<file path="src/rtl/tgmc_pkg.sv">
// Package for the tile grid motion clip block: grid geometry, codes and
// the structs shared between the register bank, controller and datapath.
// No dependencies.
package tgmc_pkg;

  // Grid geometry
  localparam int CELL_W     = 4;
  localparam int CELL_H     = 4;
  localparam int GRID_COLS  = 256;
  localparam int GRID_ROWS  = 64;
  localparam int PIX_W      = GRID_COLS * CELL_W;
  localparam int PIX_H      = GRID_ROWS * CELL_H;
  localparam int GRID_DEPTH = GRID_COLS * GRID_ROWS;
  localparam int ADDR_BITS  = $clog2(GRID_DEPTH);

  // Coordinates: wide enough for x + w - 1 + step with a sign bit
  localparam int COORD_BITS = 14;

  typedef logic signed [COORD_BITS-1:0] coord_t;
  typedef logic        [COORD_BITS-1:0] idx_t;
  typedef logic        [ADDR_BITS-1:0]  addr_t;

  // Operation codes
  localparam logic [1:0] FN_WRITE = 2'd0;
  localparam logic [1:0] FN_READ  = 2'd1;
  localparam logic [1:0] FN_CLIP  = 2'd2;
  localparam logic [1:0] FN_NOP   = 2'd3;

  // Register indexes
  localparam logic [1:0] REG_MASK_LEFT   = 2'd0;
  localparam logic [1:0] REG_MASK_RIGHT  = 2'd1;
  localparam logic [1:0] REG_MASK_TOP    = 2'd2;
  localparam logic [1:0] REG_MASK_BOTTOM = 2'd3;

  localparam logic [7:0] RST_MASK_LEFT   = 8'd1;
  localparam logic [7:0] RST_MASK_RIGHT  = 8'd2;
  localparam logic [7:0] RST_MASK_TOP    = 8'd4;
  localparam logic [7:0] RST_MASK_BOTTOM = 8'd8;

  typedef struct packed {
    logic        [1:0]  func;
    logic        [7:0]  cell_col;
    logic        [5:0]  cell_row;
    logic        [7:0]  cell_flags;
    logic        [9:0]  rect_x;
    logic        [7:0]  rect_y;
    logic        [10:0] rect_w;
    logic        [8:0]  rect_h;
    logic signed [3:0]  move_dx;
    logic signed [3:0]  move_dy;
  } req_t;

  typedef struct packed {
    logic signed [3:0] clipped_dx;
    logic signed [3:0] clipped_dy;
    logic        [7:0] read_flags;
  } rsp_t;

  typedef struct packed {
    logic [7:0] left_solid;
    logic [7:0] right_solid;
    logic [7:0] top_solid;
    logic [7:0] bottom_solid;
  } masks_t;

  // Controller to datapath
  typedef struct packed {
    logic clr_wr;       // clearing pass: zero one cell
    logic acc;          // request transfer: latch fields, write the cell on a write request
    logic re_cell;      // read the addressed cell
    logic re_scan;      // read the cell under the scan index
    logic start_x;      // begin column scan
    logic start_y;      // begin row scan
    logic scan_next;    // advance scan index
    logic hit_x;        // horizontal step stops at blocking cell
    logic hit_y;        // vertical step stops at blocking cell
    logic out_load;     // load result register
  } cmd_t;

  // Datapath to controller
  typedef struct packed {
    logic [1:0] func;
    logic       need_x;
    logic       need_y;
    logic       hit;
    logic       scan_last;
    logic       clr_last;
  } sts_t;

endpackage

</file>
<file path="src/rtl/tgmc_regs.sv">
// APB register bank holding the four direction masks.
// Depends on tgmc_pkg.
module tgmc_regs
  import tgmc_pkg::*;
(
  input  logic        clk,
  input  logic        rst,
  input  logic        psel,
  input  logic        penable,
  input  logic        pwrite,
  input  logic [3:0]  paddr,
  input  logic [31:0] pwdata,
  output logic [31:0] prdata,
  output logic        pready,
  output masks_t      masks
);

  logic       wr;
  logic [1:0] sel;
  logic [7:0] rd_val;

  assign wr     = psel && penable && pwrite;
  assign sel    = paddr[3:2];
  assign pready = 1'b1;

  always_ff @(posedge clk) begin
    if (rst) begin
      masks.left_solid   <= RST_MASK_LEFT;
      masks.right_solid  <= RST_MASK_RIGHT;
      masks.top_solid    <= RST_MASK_TOP;
      masks.bottom_solid <= RST_MASK_BOTTOM;
    end else if (wr) begin
      unique case (sel)
        REG_MASK_LEFT:   masks.left_solid   <= pwdata[7:0];
        REG_MASK_RIGHT:  masks.right_solid  <= pwdata[7:0];
        REG_MASK_TOP:    masks.top_solid    <= pwdata[7:0];
        REG_MASK_BOTTOM: masks.bottom_solid <= pwdata[7:0];
        default: ;
      endcase
    end
  end

  always_comb begin
    unique case (sel)
      REG_MASK_LEFT:   rd_val = masks.left_solid;
      REG_MASK_RIGHT:  rd_val = masks.right_solid;
      REG_MASK_TOP:    rd_val = masks.top_solid;
      REG_MASK_BOTTOM: rd_val = masks.bottom_solid;
      default:         rd_val = 8'd0;
    endcase
  end

  assign prdata = {24'd0, rd_val};

endmodule

</file>
<file path="config.mk">
export PLATFORM = sky130hd
export DESIGN_NAME = tgmc_regs
export DESIGN_NICKNAME = d
export VERILOG_FILES = /design/src/rtl/tgmc_pkg.sv /design/src/rtl/tgmc_regs.sv
export SDC_FILE = /design/constraint.sdc
export NUM_CORES = 1
export LEC_CHECK = 0
export BUFFER_PORTS_ARGS = -buffer_cell sky130_fd_sc_hd__buf_4
export CORE_UTILIZATION = 32
export CTS_CLUSTER_SIZE = 28
export DETAILED_ROUTE_END_ITERATION = 6
export PLACE_DENSITY = 0.69
export SYNTH_ARGS = -nofsm -noshare
export SYNTH_HDL_FRONTEND = slang
export SYNTH_SLANG_ARGS = --single-unit
</file>
<file path="constraint.sdc">
create_clock -name clk -period 1.3 [get_ports clk]
set_input_delay 0.26 -clock clk [delete_from_list [all_inputs] [get_ports clk]]
set_output_delay 0.26 -clock clk [all_outputs]
set_load 0.005 [all_outputs]
</file>
==> metrics.md <==
| Metric | Value |
|---|---|
| CP endpoint kind | `output pin` |
| Largest registers | `masks (32)` |
| Synth Flop Type | `dfxtp_1` |
| Reg with most FFs | `masks` |
| Final WS setup | `-170.6 ps` |
| Failing checks | `negative setup slack` |
| Ratio of final minimum period to clock period | `1.131` |
| Hold crit path type | `input port to flip-flop` |
| Nets | `approximately 300` |
| CTS tree | `built` |
| DRC viols | `0` |
| Peak Freq | `just under 700 MHz` |
| Hold Path Cell Cnt | `3` |
| Core area | `approximately 5000 µm²` |
| Initial DRC Count | `32` |
| Max reg flops | `32` |
| Commonest cells after routing, fill and taps aside | `83 x buf_4, 31 x dfxtp_2, 30 x nand2b_1` |
| Final Critical Period | `around 1500 ps` |
| Hold EP | `masks[24]` |
| Finish-stage setup viols | `8` |
| Yosys warnings | `0` |
| Status | `finished, violations left` |
| Initial Util | `0.3347` |
| Initial antenna violation count | `0` |
| Total Wirelength | `4068 µm` |
| Clock transition at the registers of the reported paths | `~60 ps` |
| Largest cells by area after synthesis | `dfxtp_1 37%, mux2i_1 14%, buf_4 11%` |
| Sequential fraction of the synthesis area | `0.3724` |
| Mapped Area | `~1700 µm²` |
| Num CTS Buffers | `5` |
| Peak supply drop | `426.4 µV` |
| Hpwl dp | `2737 µm` |
| Slew Viols, Final | `0` |
| Layout cells sized above 1 | `0.5412` |
| PD cells | `a little over 800 nW/µm²` |
| Chip Height | `around 75 µm` |
| CP Class | `flip-flop to output pin` |
| Drt via density | `roughly 4.4` |
| Hold_buf cts | `0` |
| Number of iterations in the first detailed-routing pass | `4` |
| Grt ovf | `0` |
| Hold Startpoint | `pwdata[0]` |
| Synth area leader | `dfxtp_1` |
| IO Count | `approximately 110` |
| FF-to-FF path depth | `4` |
| PortBufs | `54` |
| Largest net degree at the start of global routing | `44` |
| Mean Syn Cell Area | `10.24 µm²` |
| Gp weighted congestion | `0.7115` |
| Setup TNS Final | `-1221 ps` |
| Leakage | `approximately 1.2 nW` |
| EDFF count, synth | `0` |
| Antenna diode count | `0` |
| CTS root buf | `clkbuf_8` |
| H-tree depth | `2` |
| Fraction of registers with async set/reset | `0` |
| Non-filler instance count after layout | `approximately 330` |
| Worst-skew pair later-pin latency | `approximately 280 ps` |
| Most common cell after layout, fill and taps aside | `buf_4` |
| Critical path data arrival time | `approximately 1200 ps` |
| Placed Instances | `approximately 290` |
| Global-route wire length before repair | `between 6000 and 7000 µm` |
| Vias | `1414` |
| Crit-path max FO | `3` |
| Max Root-Sink Buffers | `2` |
| Number of global-route vias before repair | `approximately 1300` |
| RSZ-0062 raised after global routing | `true` |
| R2r startpoint | `masks[12]` |
| RR Endpoint | `masks[12]` |
| Synthesized instance count | `around 170` |
| Synth Register Bits | `32` |
| Die X | `75.32 µm` |
| Yosys top cell area share | `0.3724` |
| Reg2Reg Setup Slack | `450 ps` |
| Pre-CTS setup slack | `-136.6 ps` |
| Clock sink count | `32` |
| Cell variety after synth | `21` |
| Layout overhead on the synthesized area | `43.85%` |
| Clock Skew | `0 ps` |
| Row count | `26` |
| WL per Instance | `about 13 µm` |
| WP data required | `1040 ps` |
| Pwr Total | `around 2 mW` |
| Filler cells | `510` |
| Die Area | `5673 µm²` |
| Crit start category | `flip-flop` |
| All-Layer GR Usage | `0.1527` |
| Final ANT Viol Nets | `0` |
| Hold Vio Cnt, Final | `0` |
| Max_cap viols | `0` |
## where the power goes
| group | switching (mW) | leakage (nW) | internal (mW) |
|---|---|---|---|
| logic | 0.115 | 0.903 | 0.133 |
| clock network | 0.346 | 0.0455 | 0.431 |
| registers | 0.00725 | 0.270 | 0.995 |
## cells by family (layout without fill, tap and decap cells)
family                 after synthesis  count (layout)  synth area share
and+or+nand+nor                     51              51            0.1789
buffers and inverters               36             100            0.1520
muxes                               32              32            0.2465
DFF                                 32              32            0.3724
AOI/OAI and AO/OA                   15              15           0.04582
other                                2              25          0.004365
## repair_timing
action / CTS / global route
resized for setup: 35 / 5
setup buffers: 24 / 1
hold endpoints to repair: 0 / 0
endpoints found under the setup margin: 8 / 8
## synth_stat cells (2+ instances only)
library cell,n
buf_2,2
buf_4,25
buf_6,4
clkbuf_1,4
conb_1,2
dfxtp_1,32
mux2i_1,24
mux4_2,7
nand2b_1,30
nor2_1,6
nor2b_1,7
nor3_1,2
o21ai_0,14
or3_1,2
## layout make-up
| type | count | area (µm²) | share of cell area |
|---|---|---|---|
| Multi-Input combinational cell | 123 | 900.9 | 0.3640 |
| Timing Repair Buffer | 91 | 713.2 | 0.2882 |
| Sequential cell | 32 | 679.4 | 0.2745 |
| Clock buffer | 8 | 90.09 | 0.03640 |
| Tap cell | 70 | 87.58 | 0.03539 |
| Inverter | 1 | 3.754 | 0.001517 |
## metal layers
metal / part of all wire / global-route usage / vias to the layer above
met5: 0 / 0 / -
met4: 0.0071 / 0.04321 / 0
met3: 0.055 / 0.04365 / 4
met2: 0.51 / 0.2639 / 52
met1: 0.43 / 0.1856 / 667
li1: - / - / 691
## worst max-delay path, cell delays in order, from the launching register on
cell and delay [ps]:
dfxtp_2 330, mux4_2 470, buf_6 130
## stage by stage
stage | util | hold slack, ps | cell area (µm²)
floorplan | - | 421.2 | 1807
global placement | 0.4148 | 474.8 | 2132
detailed placement | 0.4148 | 480.5 | 2132
CTS | 0.4774 | 236.3 | 2454
global route | 0.4815 | 237.9 | 2475
finish | 0.4815 | 239.8 | 2475
## how the worst max path moves through the flow
stage | startpoint | endpoint
2_1_floorplan | paddr[2] | prdata[7]
3_3_place_gp | paddr[3] | prdata[0]
3_5_place_dp | paddr[3] | prdata[2]
4_1_cts | masks[0] | prdata[0]
5_1_grt | masks[8] | prdata[0]
6_report | masks[8] | prdata[0]
No activity file was read; power rests on OpenSTA's default activity.
