[src/rtl/tgmc_pkg.sv]
// Package for the tile grid motion clip block: grid geometry, codes and
// the structs shared between the register bank, controller and datapath.
// No dependencies.
package tgmc_pkg;

  // Grid geometry
  localparam int CELL_W     = 4;
  localparam int CELL_H     = 4;
  localparam int GRID_COLS  = 256;
  localparam int GRID_ROWS  = 64;
  localparam int PIX_W      = GRID_COLS * CELL_W;
  localparam int PIX_H      = GRID_ROWS * CELL_H;
  localparam int GRID_DEPTH = GRID_COLS * GRID_ROWS;
  localparam int ADDR_BITS  = $clog2(GRID_DEPTH);

  // Coordinates: wide enough for x + w - 1 + step with a sign bit
  localparam int COORD_BITS = 14;

  typedef logic signed [COORD_BITS-1:0] coord_t;
  typedef logic        [COORD_BITS-1:0] idx_t;
  typedef logic        [ADDR_BITS-1:0]  addr_t;

  // Operation codes
  localparam logic [1:0] FN_WRITE = 2'd0;
  localparam logic [1:0] FN_READ  = 2'd1;
  localparam logic [1:0] FN_CLIP  = 2'd2;
  localparam logic [1:0] FN_NOP   = 2'd3;

  // Register indexes
  localparam logic [1:0] REG_MASK_LEFT   = 2'd0;
  localparam logic [1:0] REG_MASK_RIGHT  = 2'd1;
  localparam logic [1:0] REG_MASK_TOP    = 2'd2;
  localparam logic [1:0] REG_MASK_BOTTOM = 2'd3;

  localparam logic [7:0] RST_MASK_LEFT   = 8'd1;
  localparam logic [7:0] RST_MASK_RIGHT  = 8'd2;
  localparam logic [7:0] RST_MASK_TOP    = 8'd4;
  localparam logic [7:0] RST_MASK_BOTTOM = 8'd8;

  typedef struct packed {
    logic        [1:0]  func;
    logic        [7:0]  cell_col;
    logic        [5:0]  cell_row;
    logic        [7:0]  cell_flags;
    logic        [9:0]  rect_x;
    logic        [7:0]  rect_y;
    logic        [10:0] rect_w;
    logic        [8:0]  rect_h;
    logic signed [3:0]  move_dx;
    logic signed [3:0]  move_dy;
  } req_t;

  typedef struct packed {
    logic signed [3:0] clipped_dx;
    logic signed [3:0] clipped_dy;
    logic        [7:0] read_flags;
  } rsp_t;

  typedef struct packed {
    logic [7:0] left_solid;
    logic [7:0] right_solid;
    logic [7:0] top_solid;
    logic [7:0] bottom_solid;
  } masks_t;

  // Controller to datapath
  typedef struct packed {
    logic clr_wr;       // clearing pass: zero one cell
    logic acc;          // request transfer: latch fields, write the cell on a write request
    logic re_cell;      // read the addressed cell
    logic re_scan;      // read the cell under the scan index
    logic start_x;      // begin column scan
    logic start_y;      // begin row scan
    logic scan_next;    // advance scan index
    logic hit_x;        // horizontal step stops at blocking cell
    logic hit_y;        // vertical step stops at blocking cell
    logic out_load;     // load result register
  } cmd_t;

  // Datapath to controller
  typedef struct packed {
    logic [1:0] func;
    logic       need_x;
    logic       need_y;
    logic       hit;
    logic       scan_last;
    logic       clr_last;
  } sts_t;

endpackage

[src/rtl/tgmc_ctrl.sv]
// Sequencer: clearing pass, request decode, column and row scans, result hand-off.
// Depends on tgmc_pkg.
module tgmc_ctrl
  import tgmc_pkg::*;
(
  input  logic clk,
  input  logic rst,
  input  logic req_valid,
  output logic req_stall,
  output logic rsp_valid,
  input  logic rsp_stall,
  input  sts_t sts,
  output cmd_t cmd
);

  typedef enum logic [7:0] {
    ST_CLEAR  = 8'b0000_0001,
    ST_IDLE   = 8'b0000_0010,
    ST_DECODE = 8'b0000_0100,
    ST_X_RD   = 8'b0000_1000,
    ST_X_CHK  = 8'b0001_0000,
    ST_Y_RD   = 8'b0010_0000,
    ST_Y_CHK  = 8'b0100_0000,
    ST_DONE   = 8'b1000_0000
  } state_t;

  state_t state, state_next;
  logic   rsp_valid_next;

  assign req_stall = (state != ST_IDLE);

  always_comb begin
    cmd        = '0;
    state_next = state;
    unique case (state)
      ST_CLEAR: begin
        cmd.clr_wr = 1'b1;
        if (sts.clr_last) state_next = ST_IDLE;
      end
      ST_IDLE: begin
        if (req_valid) begin
          cmd.acc    = 1'b1;
          state_next = ST_DECODE;
        end
      end
      ST_DECODE: begin
        if (sts.func == FN_READ) begin
          cmd.re_cell = 1'b1;
          state_next  = ST_DONE;
        end else if (sts.func == FN_CLIP) begin
          if (sts.need_x) begin
            cmd.start_x = 1'b1;
            state_next  = ST_X_RD;
          end else if (sts.need_y) begin
            cmd.start_y = 1'b1;
            state_next  = ST_Y_RD;
          end else begin
            state_next = ST_DONE;
          end
        end else begin
          state_next = ST_DONE;
        end
      end
      ST_X_RD: begin
        cmd.re_scan = 1'b1;
        state_next  = ST_X_CHK;
      end
      ST_X_CHK: begin
        if (sts.hit || sts.scan_last) begin
          cmd.hit_x = sts.hit;
          if (sts.need_y) begin
            cmd.start_y = 1'b1;
            state_next  = ST_Y_RD;
          end else begin
            state_next = ST_DONE;
          end
        end else begin
          cmd.scan_next = 1'b1;
          state_next    = ST_X_RD;
        end
      end
      ST_Y_RD: begin
        cmd.re_scan = 1'b1;
        state_next  = ST_Y_CHK;
      end
      ST_Y_CHK: begin
        if (sts.hit || sts.scan_last) begin
          cmd.hit_y  = sts.hit;
          state_next = ST_DONE;
        end else begin
          cmd.scan_next = 1'b1;
          state_next    = ST_Y_RD;
        end
      end
      ST_DONE: begin
        // wait for the result register to free up
        if (!rsp_valid || !rsp_stall) begin
          cmd.out_load = 1'b1;
          state_next   = ST_IDLE;
        end
      end
      default: state_next = ST_IDLE;
    endcase
  end

  assign rsp_valid_next = cmd.out_load || (rsp_valid && rsp_stall);

  always_ff @(posedge clk) begin
    if (rst) begin
      state     <= ST_CLEAR;
      rsp_valid <= 1'b0;
    end else begin
      state     <= state_next;
      rsp_valid <= rsp_valid_next;
    end
  end

endmodule

[config.mk]
export PLATFORM = sky130hd
export DESIGN_NAME = tgmc_ctrl
export DESIGN_NICKNAME = d
export VERILOG_FILES = /design/src/rtl/tgmc_pkg.sv /design/src/rtl/tgmc_ctrl.sv
export SDC_FILE = /design/constraint.sdc
export NUM_CORES = 1
export LEC_CHECK = 0
export BUFFER_PORTS_ARGS = -buffer_cell sky130_fd_sc_hd__buf_2
export CAP_MARGIN = 20
export CORE_MARGIN = 3
export CORE_UTILIZATION = 45
export CTS_BUF_LIST = sky130_fd_sc_hd__clkbuf_4 sky130_fd_sc_hd__clkbuf_8
export DETAILED_ROUTE_END_ITERATION = 8
export PLACE_DENSITY = 0.74
export SYNTH_ARGS = -nofsm -noshare
export SYNTH_HDL_FRONTEND = slang
export SYNTH_SLANG_ARGS = --single-unit
export TNS_END_PERCENT = 20
[constraint.sdc]
create_clock -name clk -period 2.75 [get_ports clk]
set_input_delay 0.4125 -clock clk [delete_from_list [all_inputs] [get_ports clk]]
set_output_delay 0.4125 -clock clk [all_outputs]
set_load 0.02 [all_outputs]
==> results.md <==
* Status: completed
* Yosys reg bits at 9
* Cell Count, Final, Fillers Out at 116
* First DRT Iteration DRCs at 33
* Post_cts resized at 0
* Crit path launch type: flip-flop
* Core ar. at 0.001201 sq mm
* Crit Path Max Fanout at 10
* CP Data Arrival Time at 2.16 ns
* Syn Inst Count at 79
* Max-Cap Viols at 0
* DR vias at 687
* Overflow after GRT at 0
* Hold Crit Class: input port to flip-flop
* GRT Resource Usage Total at 18.01%
* Area occupied by multi-input gates at 409.1 sq um
* Relative slew slack at 72.58%
* Avg Vias per Cell at 5.922
* FILL cells at approximately 110
* PD cells at 396.2 mW/mm^2
* # H-tree levels at 1
* Min Tclk post-route at 2.569 ns
* Final Hold Viols at 0
* Starting Density at a little over half
* Maximum VDD drop at between 0.0002 and 0.0003 V
* Pleak at 0.0003344 uW
* Largest net degree at the start of global routing at 11
* Drt drc at 0
* Register area at 180.2 sq um
* Data required, critical path at 2.34 ns
* RSZ-0062 raised after global routing: no
* Die width at 43.44 microns
* Setup violators final at 0
* Routed Antenna Nets at 0
* Worst-path clk slew at 0.06 ns
* Die Area at 0.001887 sq mm
* P&R area growth vs syn at 20.83%
* Vias in the first global route at 606
* R2r setup slk at 0.82 ns
* Avg Synthesized Cell Area at 7.982 sq um
* Least-Margin Pin Slew at ~0.4 ns
* Nets at 114
* Initial antenna violation count at 0
* Yosys warning count at 0
* Routability congestion estimate at 0.8968
* Final slew viol count at 0
* Final Cycle Share at 93.40%
* Commonest non-fill, non-tap cell in the layout: buf_2
* Worst setup path category: flip-flop to output port
* Port bufs at 22
* Sink Count at 9
* Mapped Nets at 90
* First-pass GRT wire length at 2573 microns
* Postcts setup bufs at 0
* Max Root-Sink Buffers at 2
* Yosys cell types at 33
* Clock Tree Root: clkbuf_4
* Post-DP HPWL at about 1200 microns
* Diode count at 0
* TritonCTS Buffers at 3
* Cts hold-fix bufs at 0
* Initial DRT Pass Iterations at 4
* Worst setup EP type: output port
* CTS tree: yes
* Share of layout cells above drive strength 1 at a little under a third
* TNS Setup at 0 ns
* Clk_lat worst skew at 0.26 ns
* Register area share after synthesis at 28.57%
* Cell area after synthesis at around 630 sq um
* IO Pins at 23
* Placed cells at 112
* Total Wirelength at about 1600 microns
* Wirelength per Cell at roughly 13 microns
* Worst Clk Skew at 0.003002 ns
* Achievable frequency at 389.3 MHz
* Die Y-Extent at 43.44 microns
* Num rows at 12
* Most frequent cells in the layout: buf_2, dfxtp_1, nor3_1, nand2_1, nor2_1
==> cell usage after synthesis, drive strengths merged <==
| library cell | number | area share [%] |
|---|---|---|
| a21o | 1 | 1.2 |
| dfxtp | 9 | 29 |
| or3b | 2 | 2.8 |
| nor2b | 4 | 4.0 |
| a2111oi | 1 | 1.4 |
| o22ai | 1 | 0.99 |
| and4bb | 1 | 2.0 |
| nand2 | 7 | 4.2 |
| nor2 | 5 | 3.0 |
| xnor2 | 3 | 4.2 |
| a22oi | 1 | 1.2 |
| nor3 | 7 | 5.6 |
| and3 | 2 | 2.0 |
| and3b | 1 | 1.4 |
| and2 | 1 | 0.99 |
| a31oi | 2 | 2.0 |
| buf | 4 | 5.4 |
| nand4 | 1 | 0.99 |
| nand4b | 1 | 1.4 |
| nor4 | 3 | 4.0 |
| nand2b | 4 | 4.0 |
| nor4b | 2 | 2.8 |
| or4 | 6 | 8.3 |
| nand3b | 1 | 1.2 |
| a21oi | 4 | 3.2 |
| o21ai | 1 | 0.79 |
| nand3 | 2 | 1.6 |
| inv | 2 | 1.2 |
==> worst max-delay path, stage by stage (launching register included) <==
cell and delay (ns):
dfxtp_1 0.41, or4_4 0.61, nor4_2 0.39, nand4b_1 0.20
nand2_1 0.12, buf_2 0.16
==> registers in the layout, summed over array words and instances, names as in the netlist <==
| signal | flops |
|---|---|
| state | 8 |
| rsp_valid | 1 |
==> through the flow <==
stage                     util, %  hold slack [ns]  power [uW]  setup WS [ns]  instance area, sq um
final                       63.44           0.4380       301.9         0.1814                 762.0
after global routing        63.44           0.4348       319.1         0.1044                 762.0
after CTS                   63.44           0.4245       306.6         0.2057                 762.0
after detailed placement    60.94           0.5226       191.3         0.5115                 732.0
after global placement      60.94           0.5148       190.6         0.5449                 732.0
after floorplan                 -           0.5131       173.5         0.4151                 630.6
==> kinds of logic (layout without fill, tap and decap cells) <==
logic type | Yosys count | after routing | share of synthesized area [%]
compound gates | 11 | 11 | 10.72
xor+xnor | 3 | 3 | 4.167
buf+inv | 6 | 29 | 6.548
flops | 9 | 9 | 28.57
simple gates | 50 | 50 | 50.00
==> routing by layer <==
metal | vias up | routed length [microns] | GRT usage (%)
met5 | - | 0 | 0
met4 | 0 | 8 | 5.422
met3 | 2 | 116 | 7.884
met2 | 24 | 771 | 29.79
met1 | 320 | 660 | 20.90
li1 | 341 | - | -
==> worst paths after layout <==
path              startpoint         to  cells after the start
setup reg to reg    state[3]   state[5]                      4
hold / removal           rst   state[3]                      2
hold reg to reg    rsp_valid  rsp_valid                      2
setup / recovery    state[3]     cmd[4]                      5
==> cell type report <==
class	count	share of cell area [%]
sequential	9	23.65
multi-input combinational	64	53.69
tap	14	2.299
timing repair buffer	23	15.44
clock buffer	4	3.941
inverter	2	0.9852
==> where the power goes <==
group | switching, uW | leakage, uW | total [uW] | internal [uW]
sequential | 6.59 | 0.0000732 | 140 | 134
clock | 47.3 | 0.0000184 | 113 | 65.8
combinational | 25.6 | 0.000243 | 48.4 | 22.8
Power figures use the tool's default switching activity.
